File: src/b64se_pkg.sv
// Shared types, constants and the base64 alphabet function for the stream encoder.
`timescale 1ns / 1ps
package b64se_pkg;

  localparam logic [7:0] PAD_CHAR   = 8'h3D;
  localparam logic [7:0] PLUS_CHAR  = 8'h2B;
  localparam logic [7:0] SLASH_CHAR = 8'h2F;
  localparam logic [5:0] SEXTET_MASK = 6'h3F;

  localparam int QUEUE_DEPTH = 2;
  localparam int QUEUE_PTR_W = 1;
  localparam int QUEUE_CNT_W = 2;

  typedef enum logic [1:0] {
    HAVE_ONE   = 2'd1,
    HAVE_TWO   = 2'd2,
    HAVE_THREE = 2'd3
  } have_t;

  typedef struct packed {
    logic [23:0] word;
    have_t       have;
    logic        mark;
  } group_t;

  function automatic logic [7:0] sextet_char(input logic [5:0] v);
    logic [7:0] c;
    c = 8'd0;
    case (v) inside
      [6'd0 : 6'd25]:  c = 8'h41 + {2'b00, v};
      [6'd26 : 6'd51]: c = 8'h61 + {2'b00, v} - 8'd26;
      [6'd52 : 6'd61]: c = 8'h30 + {2'b00, v} - 8'd52;
      6'd62:           c = PLUS_CHAR;
      default:         c = SLASH_CHAR;
    endcase
    return c;
  endfunction

endpackage

File: src/b64se_front.sv
// Front end: accepts bytes, gathers groups of up to three and hands them to the queue.
`timescale 1ns / 1ps
module b64se_front (
  input  logic            clk,
  input  logic            rst,
  input  logic            push,
  output logic            full,
  input  logic [7:0]      data_byte,
  input  logic            end_of_message,
  output logic            q_push,
  output b64se_pkg::group_t q_entry,
  input  logic            q_full
);
  import b64se_pkg::*;

  logic [1:0]  count;
  logic [1:0]  count_next;
  logic [15:0] held;
  logic [15:0] held_next;
  logic        take;

  assign full = q_full;
  assign take = push && !q_full;

  always_comb begin
    count_next = count;
    held_next  = held;
    q_push     = 1'b0;
    q_entry    = '{word: 24'd0, have: HAVE_ONE, mark: 1'b1};
    case (count)
      2'd1: begin
        q_entry = '{word: {held[15:8], data_byte, 8'd0}, have: HAVE_TWO, mark: 1'b1};
        if (take) begin
          if (end_of_message) begin
            q_push     = 1'b1;
            count_next = 2'd0;
            held_next  = 16'd0;
          end else begin
            count_next = 2'd2;
            held_next  = {held[15:8], data_byte};
          end
        end
      end
      2'd2: begin
        q_entry = '{word: {held, data_byte}, have: HAVE_THREE, mark: end_of_message};
        if (take) begin
          q_push     = 1'b1;
          count_next = 2'd0;
          held_next  = 16'd0;
        end
      end
      default: begin
        q_entry = '{word: {data_byte, 16'd0}, have: HAVE_ONE, mark: 1'b1};
        if (take) begin
          if (end_of_message) begin
            q_push     = 1'b1;
            count_next = 2'd0;
            held_next  = 16'd0;
          end else begin
            count_next = 2'd1;
            held_next  = {data_byte, 8'd0};
          end
        end
      end
    endcase
  end

  always_ff @(posedge clk) begin
    if (rst) begin
      count <= 2'd0;
      held  <= 16'd0;
    end else begin
      count <= count_next;
      held  <= held_next;
    end
  end

endmodule

File: src/b64se_queue.sv
// Two-entry queue of gathered groups between the front and back ends.
`timescale 1ns / 1ps
module b64se_queue (
  input  logic              clk,
  input  logic              rst,
  input  logic              wr,
  input  b64se_pkg::group_t wr_entry,
  output logic              q_full,
  input  logic              rd,
  output b64se_pkg::group_t rd_entry,
  output logic              q_empty
);
  import b64se_pkg::*;

  group_t                 mem [QUEUE_DEPTH];
  logic [QUEUE_PTR_W-1:0] wr_ptr;
  logic [QUEUE_PTR_W-1:0] rd_ptr;
  logic [QUEUE_CNT_W-1:0] count;
  logic                   do_wr;
  logic                   do_rd;

  assign q_full   = count == QUEUE_CNT_W'(QUEUE_DEPTH);
  assign q_empty  = count == '0;
  assign do_wr    = wr && !q_full;
  assign do_rd    = rd && !q_empty;
  assign rd_entry = mem[rd_ptr];

  always_ff @(posedge clk) begin
    if (do_wr) begin
      mem[wr_ptr] <= wr_entry;
    end
  end

  always_ff @(posedge clk) begin
    if (rst) begin
      wr_ptr <= '0;
      rd_ptr <= '0;
      count  <= '0;
    end else begin
      if (do_wr) begin
        wr_ptr <= wr_ptr + 1'b1;
      end
      if (do_rd) begin
        rd_ptr <= rd_ptr + 1'b1;
      end
      if (do_wr && !do_rd) begin
        count <= count + 1'b1;
      end else if (do_rd && !do_wr) begin
        count <= count - 1'b1;
      end
    end
  end

endmodule

File: src/b64se_back.sv
// Back end: turns each queued group into four characters, one per accepted item.
`timescale 1ns / 1ps
module b64se_back (
  input  logic              clk,
  input  logic              rst,
  input  b64se_pkg::group_t q_entry,
  input  logic              q_empty,
  output logic              q_pop,
  output logic              empty,
  input  logic              pop,
  output logic [7:0]        out_char,
  output logic              last_char
);
  import b64se_pkg::*;

  group_t     cur;
  logic       busy;
  logic [1:0] idx;
  logic       done;
  logic [5:0] sextet;

  assign empty = !busy;
  assign done  = busy && pop && (idx == 2'd3);
  assign q_pop = !q_empty && (!busy || done);

  always_comb begin
    case (idx)
      2'd0:    sextet = cur.word[23:18] & SEXTET_MASK;
      2'd1:    sextet = cur.word[17:12] & SEXTET_MASK;
      2'd2:    sextet = cur.word[11:6] & SEXTET_MASK;
      default: sextet = cur.word[5:0] & SEXTET_MASK;
    endcase
    out_char  = sextet_char(sextet);
    last_char = 1'b0;
    if (idx == 2'd2 && cur.have == HAVE_ONE) begin
      out_char = PAD_CHAR;
    end
    if (idx == 2'd3) begin
      last_char = cur.mark;
      if (cur.have != HAVE_THREE) begin
        out_char = PAD_CHAR;
      end
    end
  end

  always_ff @(posedge clk) begin
    if (q_pop) begin
      cur <= q_entry;
    end
  end

  always_ff @(posedge clk) begin
    if (rst) begin
      busy <= 1'b0;
      idx  <= 2'd0;
    end else begin
      if (q_pop) begin
        busy <= 1'b1;
        idx  <= 2'd0;
      end else if (done) begin
        busy <= 1'b0;
        idx  <= 2'd0;
      end else if (busy && pop) begin
        idx <= idx + 2'd1;
      end
    end
  end

endmodule

File: src/base64_stream_encoder.sv
// Top level of the streaming base64 encoder with padding.
`timescale 1ns / 1ps
// Streaming base64 encoder with the standard alphabet and '=' padding. One raw byte is
// accepted per cycle while the two-entry group queue has room; every third byte, or a byte
// flagged as the end of a message, closes a group of four characters. The character side
// delivers one character per cycle while pop is held, and the single character port sets
// the pace of a steady stream. A character first appears once its group has been written
// into the queue and then loaded into the back end's current-group register. The final
// character of a message carries last_char.
module base64_stream_encoder (
  input  logic       clk,
  input  logic       rst,
  input  logic       push,
  output logic       full,
  input  logic [7:0] data_byte,
  input  logic       end_of_message,
  output logic       empty,
  input  logic       pop,
  output logic [7:0] out_char,
  output logic       last_char
);
  import b64se_pkg::*;

  logic   q_push;
  logic   q_full;
  logic   q_pop;
  logic   q_empty;
  group_t wr_entry;
  group_t rd_entry;

  b64se_front u_front (
    .clk            (clk),
    .rst            (rst),
    .push           (push),
    .full           (full),
    .data_byte      (data_byte),
    .end_of_message (end_of_message),
    .q_push         (q_push),
    .q_entry        (wr_entry),
    .q_full         (q_full)
  );

  b64se_queue u_queue (
    .clk      (clk),
    .rst      (rst),
    .wr       (q_push),
    .wr_entry (wr_entry),
    .q_full   (q_full),
    .rd       (q_pop),
    .rd_entry (rd_entry),
    .q_empty  (q_empty)
  );

  b64se_back u_back (
    .clk       (clk),
    .rst       (rst),
    .q_entry   (rd_entry),
    .q_empty   (q_empty),
    .q_pop     (q_pop),
    .empty     (empty),
    .pop       (pop),
    .out_char  (out_char),
    .last_char (last_char)
  );

endmodule

File: config.mk
export PLATFORM = sky130hd
export DESIGN_NAME = base64_stream_encoder
export DESIGN_NICKNAME = d
export VERILOG_FILES = /design/src/b64se_pkg.sv /design/src/b64se_front.sv /design/src/b64se_queue.sv /design/src/b64se_back.sv /design/src/base64_stream_encoder.sv
export SDC_FILE = /design/constraint.sdc
export NUM_CORES = 1
export LEC_CHECK = 0
export ABC_AREA = 1
export BUFFER_PORTS_ARGS = -buffer_cell sky130_fd_sc_hd__buf_2
export CAP_MARGIN = 5
export CORE_ASPECT_RATIO = 0.9
export CORE_MARGIN = 2
export CORE_UTILIZATION = 50
export DETAILED_ROUTE_END_ITERATION = 12
export PLACE_DENSITY = 0.7
export SLEW_MARGIN = 10
export SYNTH_ARGS = -nofsm -noshare
export SYNTH_HDL_FRONTEND = slang
export SYNTH_SLANG_ARGS = --single-unit
File: constraint.sdc
create_clock -name clk -period 2.74 [get_ports clk]
set_input_delay 0.548 -clock clk [delete_from_list [all_inputs] [get_ports clk]]
set_output_delay 0.548 -clock clk [all_outputs]
set_load 0.01 [all_outputs]
==> metrics.md, run 1 <==
| Metric | Value |
|---|---|
| Hold EP | u_front.held[0]$_SDFFE_PP0P_ |
| Clk sinks | 106 |
| Post-Syn Instances | approximately 550 |
| P&R area growth vs syn | 21.2% |
| Die outline area | 11200 sq um |
| Least-Margin Pin Slew | 830 ps |
| Num CTS Buffers | 9 |
| Pin count of the biggest net entering global routing | 30 |
| Metal-1 WL | 4.70 mm |
| Worst hold path class | reg2reg |
| Antenna-violating nets left | 0 |
| Io pins | 24 |
| Sequential Area | 2940 sq um |
| Post-Synthesis Net Count | 576 |
| Post-synth EDFFs | just over 80 |
| Ys Warns | 0 |
| 1st-iter DRT viols | 227 |
| Chip height | 100 um |
| F_max | 335 MHz |
| WL final | 10.7 mm |
| Commonest non-fill, non-tap cell in the layout | nand2_1 |
| CP peak stage delay | around 400 ps |
| Crit Path Class | reg2out |
| WP data arrival | 2440 ps |
| Max Root-Sink Buffers | 2 |
| DRC | 0 |
| Worst rel slew slack | 44.6% |
| Worst-skew pair later-pin latency | 330 ps |
| Area of the multi-input gates | 2200 sq um |
| Reg2reg end | u_queue.count[1]$_SDFFE_PP0P_ |
| Vias in the first global route | 3663 |
| Wire length on met3 | about 360 um |
| RSZ-0062 raised after global routing | true |
| Nets | ~630 |
| Layout cell share with drive strength beyond 1 | 25.7% |
| DR vias | 3725 |
| Core ar. | 10200 sq um |
| # diodes | 0 |
| Top sig layer | met4 |
| Post-route cell area | 6260 sq um |
| # fillers | 844 |
| Num rows | 35 |
| # setup viols final | 8 |
| Power Total | 6860 uW |
| DP Wirelength | 7.27 mm |
| WL met2 | 5.48 mm |
| Initial Utilization | about half |
| Critical-path cell list | inv_4 -> ha_4 -> nand2_1 -> nand2_1 -> o21ai_4 -> buf_4 -> ha_2 -> nor2_4 -> nand2_2 -> nand2_8 -> buf_6 -> nand2_4 -> nor2_1 -> nor2_1 -> buf_2 |
| Register area share after synthesis | roughly 57% |
| CTS Root Cell | clkbuf_16 |
| Setup crit end kind | primary output |
| Failing checks | negative setup slack |
| Worst VDD drop | approximately 0.00092 V |
| Final count of hold timing violations | 0 |
| Hold depth | 2 |
| Setup_tns | -1750 ps |
| Slack of the critical path | -245 ps |
| Hold Startpoint | u_front.held[0]$_SDFFE_PP0P_ |
| Most frequent cells in the layout | nand2_1 (177), edfxtp_1 (81), inv_1 (41) |
| Max Slew Vio Count | 0 |
| Worst Setup Start Kind | register |
| Status | complete, but fails checks |
| DP Area | about 5600 sq um |
| Number of synthesized register bits | 106 |
| Hold Buf Count CTS | 0 |
| GR Util All Layers | 20.1% |
| Gr ovfl total | 0 |
| # H-tree levels | 3 |
| TritonCTS clock tree | built |
| Synth unique cells | 41 |
| First-pass GRT wire length | 17.8 mm |
| PD cells | 1100 nW/um^2 |
| Slowest-stage cell, CP | dfxtp_4 |
| Final period util | 109% |
| Reg2reg path depth | 11 |
| Reg2reg setup slack | 660 ps |
| Worst Skew | 5.81 ps |
| Ys flop type | edfxtp_1 |
| Syn Area/Cell | 9.46 sq um |
| WP data required | approximately 2200 ps |
| Initial antenna violation count | 0 |
| Min Tclk post-route | 2990 ps |
| Vias per cell | 5.10 |
| Routability cong. | 0.897 |
| Dpl ws | -117 ps |
| Lkg Pwr | 0.00256 uW |
| 1st-pass router iterations | 5 |
| WL/cell | 14.7 um |
| Clk slew on worst S/H paths | 70 ps |
| Number of I/O port buffers | 23 |
| Synthesized cell area | 5160 sq um |
| Async SR Flop Fraction | 0% |
| Worst r2r src | u_back.idx[1]$_SDFFE_PP0P_ |
| Max-cap viol count | 0 |
| Crit Path Max Fanout | 6 |
| Width of the die | 111 um |
## stage by stage
step	std cells	hold WS (ps)	utilization, %
after floorplan	546	439	-
after global placement	703	450	54.7
after detailed placement	703	456	54.7
after CTS	727	468	60.1
after global routing	731	489	61.6
final	731	470	61.6
## Yosys cell counts, drive strengths merged (2+ instances only)
cell type	number	area, sq um
inv	55	206
nor2	41	235
or4	2	15.0
a21oi	31	159
nand3	26	158
o31ai	4	30.0
dfxtp	25	500
o21ai	18	116
nand4	2	12.5
a211oi	4	30.0
ha	17	213
buf	8	55.1
clkbuf	11	41.3
o21bai	2	15.0
nor3	5	25.0
or2	3	21.3
a31oi	3	18.8
nand2	195	767
edfxtp	81	2430
xor2	8	70.1
## per-layer routing
layer,global-route usage (%),vias to the layer above
li1,-,1899
met1,25.7,1712
met2,34.7,94
met3,3.14,20
met4,8.45,0
met5,0,-
## how the worst max path moves through the flow
stage | from | endpoint | slack [ps] | cells after the start
6_report | u_back.idx[1]$_SDFFE_PP0P_ | out_char[7] | -250 | 15
5_1_grt | u_back.idx[0]$_SDFFE_PP0P_ | out_char[7] | -380 | 17
4_1_cts | u_back.idx[0]$_SDFFE_PP0P_ | out_char[6] | -210 | 16
3_5_place_dp | u_back.idx[0]$_SDFFE_PP0P_ | out_char[2] | -120 | 14
3_3_place_gp | u_back.idx[0]$_SDFFE_PP0P_ | out_char[6] | 30 | 14
2_1_floorplan | push | u_queue.mem[1][0]$_DFFE_PP_ | 40 | 5
## flip-flops by register name, indices dropped and copies added, names as in the netlist
| register | cells |
|---|---|
| u_back.busy | 1 |
| u_back.idx | 2 |
| u_queue.wr_ptr | 1 |
| u_front.held | 16 |
| u_back.cur | 27 |
| u_front.count | 2 |
| u_queue.count | 2 |
| u_queue.mem | 54 |
| u_queue.rd_ptr | 1 |
## repair_timing
item | in CTS | in global routing
endpoints found under the setup margin | 8 | 8
setup buffers | 7 | 4
gates resized for setup | 50 | 28
cloned | 1 | 0
pin swaps | 12 | 10
## power by group
part,total (uW),internal [uW],switching (uW)
Combinational,3330,1310,2030
Clock,1230,641,584
Sequential,2300,2160,137
## worst max-delay path: cells and delay by family, from the launching register on
kind,cells,cell delay (ps)
and+or+nand+nor,8,640
adders and majority gates,2,400
buffers and inverters,4,490
AOI/OAI and AO/OA,1,160
DFF,1,400
## cells by family (layout without fill, tap and decap cells)
logic type | after synthesis | in the layout | synth area share (%)
simple gates | 276 | 277 | 24.3
xor+xnor | 8 | 8 | 1.36
buf+inv | 74 | 129 | 5.86
flops | 106 | 106 | 56.8
fa+ha+maj | 17 | 17 | 4.12
compound gates | 65 | 65 | 7.58
## cell type report
| type | instances | area share [%] |
|---|---|---|
| Clock buffer | 9 | 3.60 |
| Multi-Input combinational cell | 367 | 35.1 |
| Inverter | 55 | 3.50 |
| Clock inverter | 7 | 1.14 |
| Timing Repair Buffer | 58 | 7.06 |
| Sequential cell | 106 | 47.0 |
| Tap cell | 129 | 2.58 |
Power figures use the tool's default switching activity.
==> run 2, diff against run 1 <==
--- a/config.mk
+++ b/config.mk
@@ -5,14 +5,13 @@
 export SDC_FILE = /design/constraint.sdc
 export NUM_CORES = 1
 export LEC_CHECK = 0
-export ABC_AREA = 1
-export BUFFER_PORTS_ARGS = -buffer_cell sky130_fd_sc_hd__buf_2
 export CAP_MARGIN = 5
 export CORE_ASPECT_RATIO = 0.9
 export CORE_MARGIN = 2
 export CORE_UTILIZATION = 50
 export DETAILED_ROUTE_END_ITERATION = 12
-export PLACE_DENSITY = 0.7
+export DONT_BUFFER_PORTS = 1
+export PLACE_DENSITY = 0.68
 export SLEW_MARGIN = 10
 export SYNTH_ARGS = -nofsm -noshare
 export SYNTH_HDL_FRONTEND = slang
==> metrics.md, run 2 <==
| Metric | Value |
|---|---|
| Status | complete, but fails checks |
| Failing checks | negative setup slack |
| Worst Skew | 15.0 ps (+9.20 ps) |
| Max Slew Vio Count | 0 (unchanged) |
| Max-cap viol count | 0 (unchanged) |
| Slowest-stage cell, CP | or4_4 |
| Final period util | 135% (+26 points) |
| Layout cell share with drive strength beyond 1 | 30.0% (+4.3 points) |
| Max Root-Sink Buffers | 2 (unchanged) |
| F_max | 270 MHz (-19%) |
| # diodes | 0 (unchanged) |
| CP bufs+invs | 2 (-2) |
| Biggest regs | u_queue.mem (54), u_back.cur (27), u_front.held (16) |
| Post-synth EDFFs | 81 (unchanged) |
| Post-Syn Instances | 403 (-26%) |
| Worst VDD drop | 0.000418 V (-55%) |
| Number of synthesized register bits | 106 (unchanged) |
| Worst Setup Start Kind | register |
| Gr ovfl total | 0 (unchanged) |
| Hold slack | 245 ps (-225 ps) |
| Clk slew on worst S/H paths | 100 ps (+30 ps) |
| Chip height | 97.5 um (-2.9%) |
| Vias per cell | 5.48 (+7.5%) |
| Worst-skew pair later-pin latency | 360 ps (+30 ps) |
| Register area share after synthesis | 60.4% (+3.6 points) |
| Crit Path Max Fanout | 7 (+1) |
| Least-Margin Pin Slew | 1040 ps (+212 ps) |
| CP peak stage delay | 480 ps (+80 ps) |
| Synth unique cells | 52 (+27%) |
| Io pins | 24 (unchanged) |
| Ys flop type | edfxtp_1 |
| Clock share of power | 15.9% (-2.0 points) |
| Commonest non-fill, non-tap cell in the layout | edfxtp_1 |
| Number of I/O port buffers | 0 (-100%) |
| Worst hold path class | in2reg |
| Cell family with most CP delay | simple AND/OR/NAND/NOR gates |
| GR Util All Layers | 19.2% (-0.89 points) |
| Pin count of the biggest net entering global routing | 31 (+3.3%) |
| Setup crit end kind | primary output |
| Worst rel slew slack | 30.0% (-15 points) |
| Num CTS Buffers | 9 (unchanged) |
| Inst Count DP | 561 (-20%) |
| Switch Pwr | 1880 uW (-32%) |
| # fillers | 788 (-6.6%) |
| 1st-pass router iterations | 6 (+1) |
| Most frequent cells in the layout | edfxtp_1 (81), buf_4 (57), nand2_1 (34) |
| Die outline area | 10500 sq um (-5.7%) |
| Synthesized cell area | 4860 sq um (-5.9%) |
| Initial Utilization | 50.8% (-0.067 points) |
| 1st-iter DRT viols | 245 (+7.9%) |
| Max reg flops | 54 (unchanged) |
| Async SR Flop Fraction | 0% (unchanged) |
| DR vias | 3188 (-14%) |
| Post-Synthesis Net Count | 433 (-25%) |
| Lkg Pwr | 0.00207 uW (-19%) |
| Width of the die | 108 um (-2.9%) |
| Slack of the critical path | -964 ps (-719 ps) |
| # setup viols final | 8 (unchanged) |
| Reg2reg path depth | 6 (-5) |
| Nets | 481 (-23%) |
| WP data arrival | 3160 ps (+720 ps) |
| DP Wirelength | 7.00 mm (-3.8%) |
| Synth area leaders | edfxtp_1 (50%), dfxtp_1 (10%), mux2_2 (6.5%), ha_1 (4.4%), nand2_1 (2.7%) |
| Core ar. | 9570 sq um (-5.8%) |
| WP data required | 2190 ps (about the same) |
| Largest Register | u_queue.mem |
| Dominant cell type by area after synthesis | edfxtp_1 |
| WL/cell | 16.6 um (+13%) |
| Post-layout util | 59.9% (-1.7 points) |
| PD cells | 937 nW/um^2 (-15%) |
| CTS Root Cell | clkbuf_8 |
| # H-tree levels | 3 (unchanged) |
| DRC | 0 (unchanged) |
| Routability cong. | 0.836 (-6.8%) |
| Clk sinks | 106 (unchanged) |
| Hold depth | 1 (-1) |
| RSZ-0062 raised after global routing | true |
| P&R area growth vs syn | 18.1% |
| Vias in the first global route | 3230 (-12%) |
| Top cell type's share of synthesized area | 50.1% (+3.0 points) |
| Antenna-violating nets left | 0 (unchanged) |
| Min Tclk post-route | 3700 ps (+719 ps) |
| Crit Path Class | reg2out |
| Final count of hold timing violations | 0 (unchanged) |
| Top cells by count, synth | edfxtp_1 (81), nand2_1 (35), mux2_2 (28), nor2_1 (27), dfxtp_1 (25) |
| Critical path depth | 11 (-4) |
| Num rows | 34 (-2.9%) |
| First-pass GRT wire length | 15.8 mm (-11%) |
| Ys Warns | 0 (unchanged) |
| Switching Share | 35.0% (-5.1 points) |
| WL final | 9.63 mm (-10%) |
| Critical-path cell list | inv_4 -> ha_4 -> a222oi_1 -> mux2_4 -> inv_4 -> ha_4 -> nor2b_1 -> o31a_1 -> or4_4 -> or3_4 -> a31oi_4 |
| TritonCTS clock tree | built |
| Comb power frac | 43.9% (-4.7 points) |
| Dominant cell by count in the synthesized netlist | edfxtp_1 |
| Register share of total power | 40.2% (+6.7 points) |
| Syn Area/Cell | 12.1 sq um (+27%) |
| Initial antenna violation count | 0 (unchanged) |
| Fin cells | 582 (-20%) |
| Int Pwr | 3490 uW (-15%) |
-- run 2: timing repair --
item	4_1_cts	5_1_grt
hold endpoints to repair	0	0
resized for setup	24	1
endpoints found under the setup margin	8	8
setup buffers	5	0
hold buffers	0	0
pin swaps	13	3
-- run 2: cell type report --
cell class,count,area (sq um),area share [%]
clock buffers,9,124,2.16
well taps,126,158,2.75
clock inverters,7,51.3,0.894
inverters,19,76.3,1.33
repair buffers,59,450,7.85
multi-input cells,256,1940,33.8
flip-flops and latches,106,2940,51.3
-- run 2: kinds of logic (layout without fill, tap and decap cells) --
group	count (synthesis)	in the layout	share of synthesized area, %
buf+inv	41	94	3.35
simple gates	113	113	11.0
xor+xnor	10	10	1.80
flops	106	106	60.4
mux	31	31	7.11
compound gates	85	85	12.0
fa+ha+maj	17	17	4.38
-- run 2: power by group through the flow --
stage	logic, uW	clock network (uW)	registers [uW]
after floorplan	1440	0	2160
after global placement	2110	0	2190
after detailed placement	2150	0	2200
after CTS	2350	869	2170
after global routing	2570	927	2180
final	2360	853	2160
-- run 2: worst paths after layout --
path,start,endpoint,slack (ps)
setup / recovery,u_back.idx[0]$_SDFFE_PP0P_,out_char[1],-960
hold / removal,rst,u_queue.rd_ptr$_SDFFE_PP0P_,240
setup reg to reg,u_queue.count[0]$_SDFFE_PP0P_,u_front.held[1]$_SDFFE_PP0P_,580
hold reg to reg,u_front.held[9]$_SDFFE_PP0P_,u_front.held[9]$_SDFFE_PP0P_,460
-- run 2: metrics by stage --
| step | total power [uW] | instance area (sq um) | worst slack, ps | setup TNS [ps] |
|---|---|---|---|---|
| global placement | 4300 | 5420 | -636 | -4370 |
| CTS | 5380 | 5730 | -965 | -6920 |
| global route | 5680 | 5740 | -1110 | -8160 |
| detailed placement | 4350 | 5420 | -708 | -4850 |
| floorplan | 3610 | 4950 | -689 | -4150 |
| finish | 5370 | 5740 | -964 | -6780 |
-- run 2: layer usage --
layer | share of wire, % | track usage, % | routed length [um] | vias to the layer above
met3 | 3.0 | 2.82 | 290 | 12
met5 | 0 | 0 | 0 | -
met4 | 1.3 | 5.72 | 127 | 0
met1 | 45 | 24.7 | 4360 | 1541
li1 | - | - | - | 1580
met2 | 50 | 33.5 | 4860 | 55
-- run 2: worst register-to-register path, stage by stage (launching register included) --
cell	delay, ps
dfxtp_1	430
nor2b_1	140
nand2b_1	180
buf_4	190
nor3_1	850
a22oi_1	170
nor2_1	130
==> run 3, diff against run 2 <==
--- a/config.mk
+++ b/config.mk
@@ -8,10 +8,10 @@
 export CAP_MARGIN = 5
 export CORE_ASPECT_RATIO = 0.9
 export CORE_MARGIN = 2
-export CORE_UTILIZATION = 50
+export CORE_UTILIZATION = 57
 export DETAILED_ROUTE_END_ITERATION = 12
 export DONT_BUFFER_PORTS = 1
-export PLACE_DENSITY = 0.68
+export PLACE_DENSITY_LB_ADDON = 0.3
 export SLEW_MARGIN = 10
 export SYNTH_ARGS = -nofsm -noshare
 export SYNTH_HDL_FRONTEND = slang
==> metrics.md, run 3 (synthesis results as in run 2) <==
| Metric | Value |
|---|---|
| Status | complete, but fails checks |
| Failing checks | negative setup slack |
| PD cells | 985 nW/um^2 (+5.2%) |
| Worst r2r src | u_queue.count[1]$_SDFFE_PP0P_ |
| Worst-skew pair later-pin latency | 360 ps (about the same) |
| 1st-iter DRT viols | 204 (-17%) |
| Width of the die | 101 um (-6.1%) |
| GR Util All Layers | 22.9% (+3.7 points) |
| Hold Buf Count CTS | 0 (unchanged) |
| # H-tree levels | 3 (unchanged) |
| Vias per cell | 5.83 (+6.5%) |
| CP peak stage delay | 470 ps (about the same) |
| Worst hold path class | in2reg |
| Min Tclk post-route | 3760 ps (+59.4 ps) |
| Die outline area | 9280 sq um (-12%) |
| Reg2reg path depth | 7 (+1) |
| Slack of the critical path | -1020 ps (-59.4 ps) |
| 1st-pass router iterations | 5 (-1) |
| Antenna-violating nets left | 0 (unchanged) |
| Core ar. | 8150 sq um (-15%) |
| Sequential Area | 2940 sq um (unchanged) |
| DP Wirelength | 6.82 mm (-2.5%) |
| Number of I/O port buffers | 0 (unchanged) |
| WP data arrival | 3220 ps (+60 ps) |
| Worst Setup Start Kind | register |
| P&R area growth vs syn | 20.0% |
| Pin count of the biggest net entering global routing | 31 (unchanged) |
| Final count of hold timing violations | 0 (unchanged) |
| Biggest regs | u_queue.mem (54), u_back.cur (27), u_front.held (16) |
| Least-Margin Pin Slew | 1050 ps (+12.2 ps) |
| Clk slew on worst S/H paths | 100 ps (about the same) |
| Metal-1 WL | 4.42 mm (+1.3%) |
| Reg2reg setup slack | 560 ps (-20 ps) |
| Max Slew Vio Count | 0 (unchanged) |
| Final period util | 137% (+2.2 points) |
| Nets | 486 (+1.0%) |
| Largest Register | u_queue.mem |
| Gr ovfl total | 0 (unchanged) |
| Vias in the first global route | 3227 (-0.093%) |
| Max Root-Sink Buffers | 2 (unchanged) |
| Worst VDD drop | 0.000466 V (+11%) |
| Routability cong. | 0.887 (+6.1%) |
| Num CTS Buffers | 9 (unchanged) |
| Crit Path Class | reg2out |
| Chip height | 91.6 um (-6.1%) |
| WL met2 | 5.05 mm (+4.0%) |
| Critical path endpoint | out_char[1] |
| WL final | 9.93 mm (+3.0%) |
| # fillers | 540 (-31%) |
| Max reg flops | 54 (unchanged) |
| Reg2reg end | u_queue.count[1]$_SDFFE_PP0P_ |
| Top sig layer | met4 |
| DP Area | 5390 sq um (-0.49%) |
| DR vias | 3266 (+2.4%) |
| Crit path launch | u_back.idx[0]$_SDFFE_PP0P_ |
| Initial Utilization | 59.6% (+8.9 points) |
| WP data required | 2190 ps (about the same) |
| Crit Path Max Fanout | 6 (-1) |
| Layout cell share with drive strength beyond 1 | 32.1% (+2.1 points) |
| Num rows | 31 (-8.8%) |
| # diodes | 0 (unchanged) |
| Commonest non-fill, non-tap cell in the layout | edfxtp_1 |
| TritonCTS clock tree | built |
| F_max | 266 MHz (-1.6%) |
| Max-cap viol count | 0 (unchanged) |
| Post-route cell area | 5830 sq um (+1.6%) |
| Worst rel slew slack | 29.2% (-0.82 points) |
| Area of the multi-input gates | 1970 sq um (+1.9%) |
| First-pass GRT wire length | 16.2 mm (+2.5%) |
| Clk sinks | 106 (unchanged) |
| Most frequent cells in the layout | edfxtp_1 (81), buf_4 (62), nand2_1 (33) |
| WL/cell | 17.7 um (+7.1%) |
| Critical-path cell list | inv_4 -> ha_4 -> a222oi_1 -> mux2_4 -> inv_4 -> ha_4 -> nor2b_4 -> o31a_1 -> or4_4 -> or3_4 -> a31oi_4 |
| RSZ-0062 raised after global routing | true |
| # setup viols final | 8 (unchanged) |
| Lkg Pwr | 0.00212 uW (+2.7%) |
| Wire length on met3 | 268 um (-7.6%) |
| Setup_tns | -7460 ps (-674 ps) |
| Post-layout util | 71.6% (+12 points) |
| CTS Root Cell | clkbuf_8 |
| Initial antenna violation count | 0 (unchanged) |
| Dpl ws | -792 ps (-84.2 ps) |
| Hold slack | 247 ps (+1.85 ps) |
| DRC | 0 (unchanged) |
| Setup crit end kind | primary output |
| Io pins | 24 (unchanged) |
| Slowest-stage cell, CP | or4_4 |
| Worst Skew | 15.9 ps (+0.890 ps) |
-- run 3: per-stage QoR --
step | total power (uW) | cells
after floorplan | 3610 | 403
after global placement | 4320 | 535
after detailed placement | 4370 | 535
after CTS | 5720 | 559
after global routing | 6060 | 560
final | 5740 | 560
-- run 3: worst min-delay path by stage --
stage                                        startpoint                       endpoint  slack [ps]  depth (start not counted)
after floorplan           u_front.held[10]$_SDFFE_PP0P_  u_front.held[10]$_SDFFE_PP0P_         430                          2
after global placement     u_front.held[9]$_SDFFE_PP0P_   u_front.held[9]$_SDFFE_PP0P_         430                          2
after detailed placement  u_front.held[14]$_SDFFE_PP0P_  u_front.held[14]$_SDFFE_PP0P_         440                          2
after CTS                                           rst  u_queue.count[1]$_SDFFE_PP0P_         230                          1
after global routing                                rst  u_queue.count[1]$_SDFFE_PP0P_         220                          1
final                                               rst  u_queue.count[1]$_SDFFE_PP0P_         250                          1
-- run 3: area by class of cell --
type,count,share of cell area (%)
repair buffers,64,8.37
flip-flops and latches,106,50.4
inverters,19,1.35
multi-input cells,256,33.9
well taps,99,2.12
clock inverters,6,1.67
clock buffers,10,2.19
-- run 3: worst max-delay path: cells and delay by family, from the launching register on --
| family | cells | cell delay, ps |
|---|---|---|
| buffers and inverters | 2 | 110 |
| multiplexers | 1 | 240 |
| AO/OA/AOI/OAI | 3 | 770 |
| adder cells (fa/ha/maj) | 2 | 330 |
| flip-flops | 1 | 400 |
| AND/OR/NAND/NOR | 3 | 1010 |
-- run 3: power by group --
group          total [uW]  internal [uW]  leakage (uW)  switching (uW)
Clock                1040            528      0.000113             513
Combinational        2530           1200       0.00104            1330
Sequential           2170           2060      0.000963             108
Total                5740           3790       0.00212            1950
-- run 3: per-layer routing --
| layer | vias to the layer above | global-route usage, % |
|---|---|---|
| li1 | 1589 | - |
| met1 | 1600 | 29.9 |
| met2 | 60 | 37.9 |
| met3 | 17 | 4.62 |
| met4 | 0 | 8.00 |
| met5 | - | 0 |
-- run 3: timing repair --
action	4_1_cts	5_1_grt
gates resized for setup	31	2
setup endpoints to repair	8	8
buffers inserted	8	2
endpoints found under the hold margin	0	0
pin swaps	13	6
gates cloned	0	0
